===== src/rtl/core/tre_pkg.sv =====
// tre_pkg: shared types and constants of the Targa run-length packet encoder.
// Used by tre_csr, tre_ctrl, tre_dpath and tga_rle_packet_encoder_top.
// No dependencies.
package tre_pkg;

   // Longest packet in pixels (Targa limit), default for the top level
   localparam int MAX_PACKET_DEF = 128;
   // Most results one request may release
   localparam int MAX_RESULTS = 64;
   // A raw packet this long that meets an equal row-end pixel swallows it
   localparam int FOLD_COUNT = 2 * MAX_RESULTS - 1;

   // Header flag of a run packet
   localparam logic RUN_FLAG = 1'b1;

   // Register map: index is paddr bit 2
   localparam int ADDR_W = 3;
   localparam logic REG_COMPRESS = 1'b0;
   localparam logic REG_BPP = 1'b1;

   // Register reset values and decode
   localparam logic COMPRESS_RESET = 1'b1;
   localparam logic [2:0] BPP_RESET = 3'd3;
   localparam logic [2:0] BPP_RGBA = 3'd4;

   // One stored pixel, red in the low byte
   typedef struct packed {
      logic [7:0] alpha;
      logic [7:0] blue;
      logic [7:0] green;
      logic [7:0] red;
   } pixel_type;

   // Pending count update
   typedef enum logic [1:0] {
      CNT_HOLD = 2'd0,
      CNT_CLR  = 2'd1,
      CNT_ONE  = 2'd2,
      CNT_INC  = 2'd3
   } cnt_op_type;

   // Configuration seen by the datapath
   typedef struct packed {
      logic compress;
      logic rgba;
      logic clear;
   } cfg_type;

   // Controller to datapath
   typedef struct packed {
      logic       capture;
      logic       wr_mem;
      logic       first_ld;
      logic       run_ld;
      logic       run_val;
      cnt_op_type cnt_op;
      logic       ld_a;
      logic       a_run;
      logic       a_len_n1;
      logic       ld_b;
      logic       rd;
      logic       emit;
      logic       last_of_step;
   } cmd_type;

   // Datapath to controller
   typedef struct packed {
      logic compress;
      logic run;
      logic n_zero;
      logic n_one;
      logic eq;
      logic row_end;
      logic n1_ge_max;
      logic n_ge_fold;
      logic pkt_last;
      logic out_free;
   } status_type;

endpackage


===== src/rtl/core/tre_csr.sv =====
// tre_csr: APB register block (compress enable, bytes per pixel).
// Depends on tre_pkg.
module tre_csr (
   input  logic                         clock,
   input  logic                         reset,
   input  logic                         csr_psel,
   input  logic                         csr_penable,
   input  logic                         csr_pwrite,
   input  logic [tre_pkg::ADDR_W-1:0]   csr_paddr,
   input  logic [31:0]                  csr_pwdata,
   output logic [31:0]                  csr_prdata,
   output logic                         csr_pready,
   output tre_pkg::cfg_type             cfg
);

   logic       compress_ff, compress_in;
   logic [2:0] bpp_ff, bpp_in;
   logic       wr;
   logic       idx;

   assign csr_pready = 1'b1;
   assign wr  = csr_psel && csr_penable && csr_pwrite;
   assign idx = csr_paddr[2];

   // register writes
   always_comb begin
      compress_in = compress_ff;
      bpp_in      = bpp_ff;
      if (wr) begin
         case (idx)
            tre_pkg::REG_COMPRESS: compress_in = csr_pwdata[0];
            tre_pkg::REG_BPP:      bpp_in = csr_pwdata[2:0];
            default:               bpp_in = bpp_ff;
         endcase
      end
   end

   always_ff @(posedge clock) begin
      if (reset) begin
         compress_ff <= tre_pkg::COMPRESS_RESET;
         bpp_ff      <= tre_pkg::BPP_RESET;
      end else begin
         compress_ff <= compress_in;
         bpp_ff      <= bpp_in;
      end
   end

   // read mux
   always_comb begin
      case (idx)
         tre_pkg::REG_COMPRESS: csr_prdata = {31'b0, compress_ff};
         tre_pkg::REG_BPP:      csr_prdata = {29'b0, bpp_ff};
         default:               csr_prdata = '0;
      endcase
   end

   // any write restarts packet state
   assign cfg.compress = compress_ff;
   assign cfg.rgba     = (bpp_ff == tre_pkg::BPP_RGBA);
   assign cfg.clear    = wr;

endmodule


===== src/rtl/core/tre_ctrl.sv =====
// tre_ctrl: controller of the packet encoder; decides each request's packets
// and sequences their results. Depends on tre_pkg; drives tre_dpath.
module tre_ctrl (
   input  logic                 clock,
   input  logic                 reset,
   input  logic                 req_valid,
   output logic                 req_stall,
   input  tre_pkg::status_type  status,
   output tre_pkg::cmd_type     cmd
);

   typedef enum logic [3:0] {
      ST_IDLE   = 4'b0001,
      ST_DECIDE = 4'b0010,
      ST_READ   = 4'b0100,
      ST_EMIT   = 4'b1000
   } state_type;

   state_type state_ff, state_in;
   logic      b_pend_ff, b_pend_in;
   logic      a_en, b_en;
   logic      close;

   assign req_stall = (state_ff != ST_IDLE);

   always_comb begin
      cmd        = '0;
      cmd.cnt_op = tre_pkg::CNT_HOLD;
      state_in   = state_ff;
      b_pend_in  = b_pend_ff;
      a_en       = 1'b0;
      b_en       = 1'b0;
      close      = status.n1_ge_max || status.row_end;
      case (state_ff)
         ST_IDLE: begin
            cmd.capture = req_valid;
            if (req_valid) state_in = ST_DECIDE;
         end
         ST_DECIDE: begin
            if (!status.compress) begin
               // pass-through pixel, no header
               b_en = 1'b1;
            end else if (status.run) begin
               if (status.n_zero) begin
                  // open a run check
                  cmd.first_ld = 1'b1;
                  cmd.cnt_op   = status.row_end ? tre_pkg::CNT_CLR : tre_pkg::CNT_ONE;
                  b_en         = status.row_end;
               end else if (status.eq) begin
                  // run grows; closes at the limit or row end
                  if (close) begin
                     a_en         = 1'b1;
                     cmd.a_run    = 1'b1;
                     cmd.a_len_n1 = 1'b1;
                     cmd.cnt_op   = tre_pkg::CNT_CLR;
                     cmd.run_ld   = 1'b1;
                     cmd.run_val  = status.row_end;
                  end else begin
                     cmd.cnt_op = tre_pkg::CNT_INC;
                  end
               end else if (!status.n_one) begin
                  // run broken: run packet, pixel opens a raw packet
                  a_en         = 1'b1;
                  cmd.a_run    = 1'b1;
                  cmd.first_ld = 1'b1;
                  cmd.run_ld   = 1'b1;
                  cmd.run_val  = status.row_end;
                  cmd.cnt_op   = status.row_end ? tre_pkg::CNT_CLR : tre_pkg::CNT_ONE;
                  b_en         = status.row_end;
               end else begin
                  // single pixel then a different one: raw packet of two
                  cmd.wr_mem = 1'b1;
                  if (close) begin
                     a_en         = 1'b1;
                     cmd.a_len_n1 = 1'b1;
                     cmd.cnt_op   = tre_pkg::CNT_CLR;
                  end else begin
                     cmd.cnt_op  = tre_pkg::CNT_INC;
                     cmd.run_ld  = 1'b1;
                     cmd.run_val = 1'b0;
                  end
               end
            end else begin
               if (status.n_zero) begin
                  // raw packet straight after a run at its limit
                  cmd.first_ld = 1'b1;
                  cmd.cnt_op   = status.row_end ? tre_pkg::CNT_CLR : tre_pkg::CNT_ONE;
                  b_en         = status.row_end;
                  cmd.run_ld   = status.row_end;
                  cmd.run_val  = 1'b1;
               end else if (status.eq && status.row_end && status.n_ge_fold) begin
                  // equal pixel at row end joins a full-length raw packet
                  cmd.wr_mem   = 1'b1;
                  a_en         = 1'b1;
                  cmd.a_len_n1 = 1'b1;
                  cmd.cnt_op   = tre_pkg::CNT_CLR;
                  cmd.run_ld   = 1'b1;
                  cmd.run_val  = 1'b1;
               end else if (status.eq) begin
                  // equal pixel closes the raw packet and starts a run check
                  a_en         = 1'b1;
                  cmd.first_ld = 1'b1;
                  cmd.run_ld   = 1'b1;
                  cmd.run_val  = 1'b1;
                  cmd.cnt_op   = status.row_end ? tre_pkg::CNT_CLR : tre_pkg::CNT_ONE;
                  b_en         = status.row_end;
               end else begin
                  // raw packet grows
                  cmd.wr_mem = 1'b1;
                  if (close) begin
                     a_en         = 1'b1;
                     cmd.a_len_n1 = 1'b1;
                     cmd.cnt_op   = tre_pkg::CNT_CLR;
                     cmd.run_ld   = 1'b1;
                     cmd.run_val  = 1'b1;
                  end else begin
                     cmd.cnt_op = tre_pkg::CNT_INC;
                  end
               end
            end
            cmd.ld_a  = a_en;
            cmd.ld_b  = b_en && !a_en;
            b_pend_in = a_en && b_en;
            state_in  = (a_en || b_en) ? ST_READ : ST_IDLE;
         end
         ST_READ: begin
            cmd.rd   = 1'b1;
            state_in = ST_EMIT;
         end
         ST_EMIT: begin
            if (status.out_free) begin
               cmd.emit         = 1'b1;
               cmd.last_of_step = status.pkt_last && !b_pend_ff;
               if (!status.pkt_last) begin
                  state_in = ST_READ;
               end else if (b_pend_ff) begin
                  // trailing one-pixel packet
                  cmd.ld_b  = 1'b1;
                  b_pend_in = 1'b0;
                  state_in  = ST_READ;
               end else begin
                  state_in = ST_IDLE;
               end
            end
         end
         default: begin
            state_in  = ST_IDLE;
            b_pend_in = 1'b0;
         end
      endcase
   end

   always_ff @(posedge clock) begin
      if (reset) begin
         state_ff  <= ST_IDLE;
         b_pend_ff <= 1'b0;
      end else begin
         state_ff  <= state_in;
         b_pend_ff <= b_pend_in;
      end
   end

`ifndef SYNTHESIS
   // no trailing packet may be left over once the request is done
   a_idle_no_pend: assert property (@(posedge clock) disable iff (reset)
      (state_ff == ST_IDLE) |-> !b_pend_ff)
      else $error("trailing packet pending in idle");

   // a captured request is decided in the next cycle
   a_capture_decide: assert property (@(posedge clock) disable iff (reset)
      cmd.capture |=> (state_ff == ST_DECIDE))
      else $error("captured request not decided");
`endif

endmodule


===== src/rtl/core/tre_dpath.sv =====
// tre_dpath: pixel capture, packet state, pending pixel memory, result
// assembly and output register. Depends on tre_pkg; controlled by tre_ctrl.
module tre_dpath #(
   parameter int MAX_PACKET = tre_pkg::MAX_PACKET_DEF
) (
   input  logic                 clock,
   input  logic                 reset,
   input  tre_pkg::cfg_type     cfg,
   input  tre_pkg::cmd_type     cmd,
   output tre_pkg::status_type  status,
   input  logic [7:0]           req_red,
   input  logic [7:0]           req_green,
   input  logic [7:0]           req_blue,
   input  logic [7:0]           req_alpha,
   input  logic                 req_row_end,
   output logic                 rsp_valid,
   input  logic                 rsp_stall,
   output logic                 rsp_has_header,
   output logic [7:0]           rsp_header_byte,
   output logic [1:0]           rsp_pixel_count,
   output logic [7:0]           rsp_first_blue,
   output logic [7:0]           rsp_first_green,
   output logic [7:0]           rsp_first_red,
   output logic [7:0]           rsp_first_alpha,
   output logic [7:0]           rsp_second_blue,
   output logic [7:0]           rsp_second_green,
   output logic [7:0]           rsp_second_red,
   output logic [7:0]           rsp_second_alpha,
   output logic                 rsp_packet_end
);

   localparam int CW = $clog2(MAX_PACKET + 1);
   localparam int AW = $clog2(MAX_PACKET);

   // captured request
   tre_pkg::pixel_type px_ff;
   logic               end_ff;

   // packet state
   logic [CW-1:0]      count_ff, count_in;
   tre_pkg::pixel_type first_ff, first_in;
   logic               run_ff, run_in;

   // pending pixels (entry 0 lives in first_ff)
   tre_pkg::pixel_type mem [MAX_PACKET];
   tre_pkg::pixel_type rd0_ff, rd1_ff;

   // packet being emitted
   logic [7:0]         hdr_ff;
   logic               hdr_en_ff;
   logic [CW-1:0]      elen_ff;
   logic [CW-1:0]      pos_ff;
   tre_pkg::pixel_type p0_ff;

   // output register
   logic               rsp_valid_ff;
   logic               has_header_ff;
   logic [7:0]         header_ff;
   logic [1:0]         pix_cnt_ff;
   tre_pkg::pixel_type out0_ff, out1_ff;
   logic               pkt_end_ff;

   logic [CW:0]        count_p1;
   logic [CW-1:0]      len_a, len_m1, rem, pos_p1;
   logic [AW-1:0]      addr0, addr1;
   logic               two, out_free, has_header;
   tre_pkg::pixel_type pix0, pix1;

   // request capture, alpha kept only for RGBA
   always_ff @(posedge clock) begin
      if (cmd.capture) begin
         px_ff.red   <= req_red;
         px_ff.green <= req_green;
         px_ff.blue  <= req_blue;
         px_ff.alpha <= cfg.rgba ? req_alpha : 8'd0;
         end_ff      <= req_row_end;
      end
   end

   // status
   assign count_p1 = {1'b0, count_ff} + 1'b1;
   assign out_free = !rsp_valid_ff || !rsp_stall;
   assign rem      = elen_ff - pos_ff;
   assign two      = (rem > CW'(1));

   assign status.compress  = cfg.compress;
   assign status.run       = run_ff;
   assign status.n_zero    = (count_ff == '0);
   assign status.n_one     = (count_ff == CW'(1));
   assign status.eq        = (px_ff == first_ff);
   assign status.row_end   = end_ff;
   assign status.n1_ge_max = (count_p1 >= (CW + 1)'(MAX_PACKET));
   assign status.n_ge_fold = (32'(count_ff) >= 32'(tre_pkg::FOLD_COUNT));
   assign status.pkt_last  = (rem <= CW'(2));
   assign status.out_free  = out_free;

   // packet state update
   always_comb begin
      case (cmd.cnt_op)
         tre_pkg::CNT_CLR: count_in = '0;
         tre_pkg::CNT_ONE: count_in = CW'(1);
         tre_pkg::CNT_INC: count_in = count_p1[CW-1:0];
         default:          count_in = count_ff;
      endcase
      first_in = cmd.first_ld ? px_ff : first_ff;
      run_in   = cmd.run_ld ? cmd.run_val : run_ff;
      if (cfg.clear) begin
         count_in = '0;
         first_in = '0;
         run_in   = 1'b1;
      end
   end

   always_ff @(posedge clock) begin
      if (reset) begin
         count_ff <= '0;
         first_ff <= '0;
         run_ff   <= 1'b1;
      end else begin
         count_ff <= count_in;
         first_ff <= first_in;
         run_ff   <= run_in;
      end
   end

   // pending memory: one write, two registered reads
   assign pos_p1 = pos_ff + CW'(1);
   assign addr0  = pos_ff[AW-1:0];
   assign addr1  = (pos_p1 >= CW'(MAX_PACKET)) ? '0 : pos_p1[AW-1:0];

   always_ff @(posedge clock) begin
      if (cmd.wr_mem) mem[count_ff[AW-1:0]] <= px_ff;
      if (cmd.rd) begin
         rd0_ff <= mem[addr0];
         rd1_ff <= mem[addr1];
      end
   end

   // packet descriptor: header and length
   assign len_a  = cmd.a_len_n1 ? count_p1[CW-1:0] : count_ff;
   assign len_m1 = len_a - CW'(1);

   always_ff @(posedge clock) begin
      if (cmd.ld_a) begin
         hdr_ff    <= {cmd.a_run && tre_pkg::RUN_FLAG, 7'(len_m1)};
         hdr_en_ff <= 1'b1;
         elen_ff   <= cmd.a_run ? CW'(1) : len_a;
         pos_ff    <= '0;
         p0_ff     <= first_ff;
      end else if (cmd.ld_b) begin
         hdr_ff    <= 8'd0;
         hdr_en_ff <= cfg.compress;
         elen_ff   <= CW'(1);
         pos_ff    <= '0;
         p0_ff     <= px_ff;
      end else if (cmd.emit) begin
         pos_ff <= pos_ff + CW'(2);
      end
   end

   // result assembly
   assign has_header = hdr_en_ff && (pos_ff == '0);
   assign pix0       = (pos_ff == '0) ? p0_ff : rd0_ff;
   assign pix1       = two ? rd1_ff : '0;

   always_ff @(posedge clock) begin
      if (reset) begin
         rsp_valid_ff <= 1'b0;
      end else if (cmd.emit) begin
         rsp_valid_ff <= 1'b1;
      end else if (!rsp_stall) begin
         rsp_valid_ff <= 1'b0;
      end
   end

   always_ff @(posedge clock) begin
      if (cmd.emit) begin
         has_header_ff <= has_header;
         header_ff     <= has_header ? hdr_ff : 8'd0;
         pix_cnt_ff    <= two ? 2'd2 : 2'd1;
         out0_ff       <= pix0;
         out1_ff       <= pix1;
         pkt_end_ff    <= cmd.last_of_step;
      end
   end

   assign rsp_valid        = rsp_valid_ff;
   assign rsp_has_header   = has_header_ff;
   assign rsp_header_byte  = header_ff;
   assign rsp_pixel_count  = pix_cnt_ff;
   assign rsp_first_blue   = out0_ff.blue;
   assign rsp_first_green  = out0_ff.green;
   assign rsp_first_red    = out0_ff.red;
   assign rsp_first_alpha  = out0_ff.alpha;
   assign rsp_second_blue  = out1_ff.blue;
   assign rsp_second_green = out1_ff.green;
   assign rsp_second_red   = out1_ff.red;
   assign rsp_second_alpha = out1_ff.alpha;
   assign rsp_packet_end   = pkt_end_ff;

`ifndef SYNTHESIS
   // a result is only built from pixels inside the current packet
   a_pos_in_packet: assert property (@(posedge clock) disable iff (reset)
      cmd.emit |-> (pos_ff < elen_ff))
      else $error("result past end of packet");

   // pending count never reaches the packet limit between requests
   a_count_limit: assert property (@(posedge clock) disable iff (reset)
      count_p1 <= (CW + 1)'(MAX_PACKET))
      else $error("pending count over packet limit");
`endif

endmodule


===== src/rtl/core/tga_rle_packet_encoder_top.sv =====
// tga_rle_packet_encoder_top: Targa run-length packet encoder, top level.
// Depends on tre_pkg, tre_csr, tre_ctrl and tre_dpath.
//
// Takes one RGB(A) pixel per request, with a row-end flag, and returns Targa
// packet data in B,G,R(,A) order, up to two pixels per result; the first
// result of a packet carries its header (bit 7 set for a run, low bits length
// minus one) and the last result of a request is marked with packet_end. With
// compression off every pixel comes back at once as one headerless result.
// Raw packets are held in a pending memory of MAX_PACKET pixels and released
// only when they close, so most requests give no result. A request passes
// through capture and a packet decision, then each result it releases through
// a pending-memory read and an output register load, and any output stall
// holds it; the single read stage of the pending memory paces the results.
// Results wait in an output register while the next request is taken. A
// write to either register drops any pending pixels; there is no clearing
// pass after reset.
module tga_rle_packet_encoder_top #(
   parameter int MAX_PACKET = tre_pkg::MAX_PACKET_DEF
) (
   input  logic                        clock,
   input  logic                        reset,
   // request channel
   input  logic                        req_valid,
   output logic                        req_stall,
   input  logic [7:0]                  req_red,
   input  logic [7:0]                  req_green,
   input  logic [7:0]                  req_blue,
   input  logic [7:0]                  req_alpha,
   input  logic                        req_row_end,
   // result channel
   output logic                        rsp_valid,
   input  logic                        rsp_stall,
   output logic                        rsp_has_header,
   output logic [7:0]                  rsp_header_byte,
   output logic [1:0]                  rsp_pixel_count,
   output logic [7:0]                  rsp_first_blue,
   output logic [7:0]                  rsp_first_green,
   output logic [7:0]                  rsp_first_red,
   output logic [7:0]                  rsp_first_alpha,
   output logic [7:0]                  rsp_second_blue,
   output logic [7:0]                  rsp_second_green,
   output logic [7:0]                  rsp_second_red,
   output logic [7:0]                  rsp_second_alpha,
   output logic                        rsp_packet_end,
   // register port
   input  logic                        csr_psel,
   input  logic                        csr_penable,
   input  logic                        csr_pwrite,
   input  logic [tre_pkg::ADDR_W-1:0]  csr_paddr,
   input  logic [31:0]                 csr_pwdata,
   output logic [31:0]                 csr_prdata,
   output logic                        csr_pready
);

   tre_pkg::cfg_type    cfg;
   tre_pkg::cmd_type    cmd;
   tre_pkg::status_type status;

   // registers
   tre_csr u_csr (
      .clock       (clock),
      .reset       (reset),
      .csr_psel    (csr_psel),
      .csr_penable (csr_penable),
      .csr_pwrite  (csr_pwrite),
      .csr_paddr   (csr_paddr),
      .csr_pwdata  (csr_pwdata),
      .csr_prdata  (csr_prdata),
      .csr_pready  (csr_pready),
      .cfg         (cfg)
   );

   // controller
   tre_ctrl u_ctrl (
      .clock     (clock),
      .reset     (reset),
      .req_valid (req_valid),
      .req_stall (req_stall),
      .status    (status),
      .cmd       (cmd)
   );

   // datapath
   tre_dpath #(
      .MAX_PACKET (MAX_PACKET)
   ) u_dpath (
      .clock            (clock),
      .reset            (reset),
      .cfg              (cfg),
      .cmd              (cmd),
      .status           (status),
      .req_red          (req_red),
      .req_green        (req_green),
      .req_blue         (req_blue),
      .req_alpha        (req_alpha),
      .req_row_end      (req_row_end),
      .rsp_valid        (rsp_valid),
      .rsp_stall        (rsp_stall),
      .rsp_has_header   (rsp_has_header),
      .rsp_header_byte  (rsp_header_byte),
      .rsp_pixel_count  (rsp_pixel_count),
      .rsp_first_blue   (rsp_first_blue),
      .rsp_first_green  (rsp_first_green),
      .rsp_first_red    (rsp_first_red),
      .rsp_first_alpha  (rsp_first_alpha),
      .rsp_second_blue  (rsp_second_blue),
      .rsp_second_green (rsp_second_green),
      .rsp_second_red   (rsp_second_red),
      .rsp_second_alpha (rsp_second_alpha),
      .rsp_packet_end   (rsp_packet_end)
   );

endmodule


===== config.mk =====
export PLATFORM = sky130hd
export DESIGN_NAME = tga_rle_packet_encoder_top
export DESIGN_NICKNAME = d
export VERILOG_FILES = /design/src/rtl/core/tre_pkg.sv /design/src/rtl/core/tre_csr.sv /design/src/rtl/core/tre_ctrl.sv /design/src/rtl/core/tre_dpath.sv /design/src/rtl/core/tga_rle_packet_encoder_top.sv
export SDC_FILE = /design/constraint.sdc
export NUM_CORES = 2
export LEC_CHECK = 0
export BUFFER_PORTS_ARGS = -buffer_cell sky130_fd_sc_hd__buf_2
export CAP_MARGIN = 15
export CORE_MARGIN = 4
export CORE_UTILIZATION = 30
export DETAILED_ROUTE_END_ITERATION = 8
export HOLD_SLACK_MARGIN = 0.05
export PLACE_DENSITY_LB_ADDON = 0.2
export SETUP_SLACK_MARGIN = 0.05
export SLEW_MARGIN = 20
export SYNTH_ARGS = -nofsm -noshare
export SYNTH_HDL_FRONTEND = slang
export SYNTH_SLANG_ARGS = --single-unit

===== constraint.sdc =====
create_clock -name clock -period 18.61 [get_ports clock]
set_input_delay 4.6525 -clock clock [delete_from_list [all_inputs] [get_ports clock]]
set_output_delay 4.6525 -clock clock [all_outputs]
set_load 0.02 [all_outputs]

==> flow_metrics.py <==
metrics = {
    "status": {
        "status": "completed",
    },
    "floorplan": {
        "ios": 186,
        "die_h_um": 756,
        "dieWidth_um": 756,
        "initial_utilization": 0.301,
        "fp.coreArea_um2": 557000,
        "rows": 274,
        "dieArea_um2": 571000,
    },
    "critical_path": {
        "cp.arrival_ps": 5280,
        "slowest_stage": "mux2_2",
        "r2r_start": "u_dpath.pos_ff[1]",
        "criticalPathCategory": "input port to primary output",
        "start_kind": "input port",
        "path_cells": "buf_2 -> mux2_2 -> buf_2",
        "cp-end-kind": "primary output",
        "startpoint": "csr_paddr[2]",
        "cp.required_ps": 13960,
        "cpPeakStageDelay_ps": 340,
        "critPathMostFrequentCell": "buf_2",
        "path_max_fanout": 6,
    },
    "drt": {
        "drt_iter0_drc": 8731,
        "wl_per_cell_um": 31.9,
        "antenna_left": 0,
        "drc": 0,
        "viasPerCell": 5.06,
        "wirelength_um": 497000,
        "vias": 79000,
        "firstDrtPassIters": 5,
    },
    "cts": {
        "cts.reportedPaths.clkPinSlew_ps": 60,
        "cts_resized": 0,
        "cts_tree": "yes",
        "cts.sink_count": 4376,
        "clk_path_buf_depth": 4,
        "clkLatencyLatePin_ps": 1020,
        "htreeDepth": 5,
        "postCtsSetupBuffers": 0,
        "cts_made_buffers": 450,
        "holdBufCountCts": 0,
        "cts_root_buffer": "clkbuf_16",
    },
    "sta": {
        "worst_slew_pin_slew_ps": 1300,
        "finalHoldViolCount": 0,
        "fmax_mhz": 101,
        "rsz0062_at_grt": "false",
        "setup_tns_ps": 0,
        "setup_slack_ps": 8680,
        "setup_viol": 0,
        "finalMaxSlewViolations": 0,
        "final.period_utilization": 0.534,
        "fin_skew_ps": 43.2,
        "period_needed_ps": 9930,
        "relSlewSlack": 0.136,
    },
    "global_route": {
        "antenna_found_initial": 56,
        "grt_max_degree": 134,
        "gr-total-overflow": 0,
        "grt_pass1_vias": 80700,
        "grt_pass1_wl_um": 678000,
        "grt_use_total": 0.170,
    },
    "layout": {
        "fillers": 51400,
        "multi_input_area_um2": 36200,
        "final_area_um2": 194000,
        "seqCellArea_um2": 131000,
        "final_nets": 7821,
        "syn_to_final_growth_pct": 15.4,
        "drive_gt1_frac": 0.307,
    },
    "synthesis": {
        "synthSimpleGateAreaFrac": 0.0208,
        "synth_xor_xnor_area_share": 0.00306,
        "synth_top_family_by_area": "multiplexers",
        "synthMuxAreaShare": 0.173,
        "synth_area_um2": 168000,
        "syn-instance-count": 7244,
        "yosys_warnings": 0,
        "synth-edff-count": 4317,
        "syn_avg_cell_area_um2": 23.2,
        "async_flop_share": 0,
        "yosysSeqAreaShare": 0.779,
        "synth-compound-area-share": 0.0104,
        "synthFlopType": "edfxtp_1",
        "ys_ff_latch": 4376,
        "synth_cell_type_count": 77,
        "synthAdderAreaFrac": 0.00101,
    },
    "placed_design": {
        "gp_congestion": 0.764,
        "dp_hpwl_um": 268000,
        "pre_cts_slack_ps": 8690,
        "placed_area_um2": 179000,
        "numPortBuffers": 124,
    },
    "power": {
        "p_leak_nw": 58.4,
        "irDropWorstVdd_uv": 98.9,
        "p_total_mw": 24.2,
        "power_density_nw_per_um2": 125,
    },
    "job": {
        "cap_violations": 0,
    },
    "hold_path": {
        "hp-class": "flip-flop to flip-flop",
        "holdCritStartpoint": "u_ctrl.b_pend_ff",
    },
}
synth_stat cells (all sizes together) (10+ instances only):
cell / count / area (µm²)
o21ai: 80 / 404
nand4: 12 / 90.1
buf: 203 / 1110
o2111ai: 29 / 254
inv: 22 / 82.6
a31oi: 10 / 62.6
dfxtp: 59 / 1180
a211oi: 32 / 258
clkbuf: 214 / 833
a311oi: 33 / 289
nand2: 286 / 1080
nand2b: 31 / 194
mux2: 33 / 372
and2: 49 / 308
a21oi: 34 / 181
nor2: 214 / 806
nor3: 12 / 70.1
mux4: 1242 / 28000
edfxtp: 4317 / 130000
nand3: 52 / 260
and3: 43 / 269
mux2i: 70 / 701
xnor2: 49 / 444
ha: 12 / 150
nor2b: 35 / 219
worst max-delay path: cells and delay by family:
kind                   cells  cell delay, ps
multiplexers               1             340
buffers and inverters      2             290
per-stage QoR:
stage | utilization | instances | hold slack [ps]
after floorplan | - | 7272 | 451
after global placement | 0.322 | 14700 | 496
after detailed placement | 0.322 | 14700 | 485
after CTS | 0.347 | 15600 | 494
after global routing | 0.347 | 15600 | 502
final | 0.348 | 15600 | 490
layout make-up:
| cell class | count | share of cell area |
|---|---|---|
| flip-flops and latches | 4376 | 0.676 |
| well taps | 7452 | 0.0482 |
| clock inverters | 258 | 0.0103 |
| repair buffers | 427 | 0.0160 |
| multi-input cells | 2456 | 0.187 |
| diodes | 19 | 0.000246 |
| inverters | 22 | 0.000530 |
| clock buffers | 579 | 0.0622 |
logic make-up (layout without fill, tap and decap cells):
| group | count (synthesis) | count (layout) |
|---|---|---|
| flops | 4376 | 4376 |
| mux | 1345 | 1345 |
| simple gates | 758 | 758 |
| buf+inv | 440 | 1286 |
| compound gates | 253 | 253 |
| xor+xnor | 57 | 57 |
| fa+ha+maj | 13 | 13 |
| other cells | 2 | 49 |
cell usage in the layout (no fill, tap or decap), types with 19 or more instances in the layout:
cell	instances
edfxtp_1	4317
mux4_2	1242
clkbuf_16	460
buf_4	286
nand2_1	276
nor2_4	129
clkinv_1	125
buf_2	124
clkbuf_1	111
nor2_1	83
clkinv_2	80
o21ai_0	78
mux2i_1	70
dfxtp_1	52
nand3_1	51
xnor2_1	47
and2_1	47
and3_1	43
nor2b_1	35
mux2_2	33
a21oi_1	31
nand2b_1	31
a311oi_1	30
conb_1	30
o2111ai_1	29
bufinv_16	28
a211oi_1	25
diode_2	19
inv_1	19
worst paths after layout:
kind                                          end  slack (ps)  cells after the start
worst min-delay path            u_dpath.hdr_en_ff         490                      2
worst max-delay path                csr_prdata[0]        8680                      3
worst max register to register  u_dpath.rd0_ff[7]       12300                      7
worst min register to register  u_dpath.hdr_en_ff         490                      2
power by group:
group | switching, mW | internal, mW
logic | 2.51 | 1.92
clock network | 3.80 | 4.93
registers | 0.0844 | 11.0
total | 6.39 | 17.8
layer usage:
| metal | GRT usage | up-vias | share of wire |
|---|---|---|---|
| li1 | - | 31700 | - |
| met1 | 0.230 | 44200 | 0.42 |
| met2 | 0.294 | 2405 | 0.51 |
| met3 | 0.0203 | 616 | 0.048 |
| met4 | 0.0386 | 0 | 0.023 |
| met5 | 0 | - | 0 |
sequential cells by signal (all words and copies together) (netlist names), 32 cells and up:
| signal | cells |
|---|---|
| u_dpath.first_ff | 32 |
| u_dpath.rd0_ff | 32 |
| u_dpath.mem | 4096 |
| u_dpath.rd1_ff | 32 |
| u_dpath.p0_ff | 32 |
| u_dpath.px_ff | 32 |
Note: power is estimated with default switching activity, not from simulation.
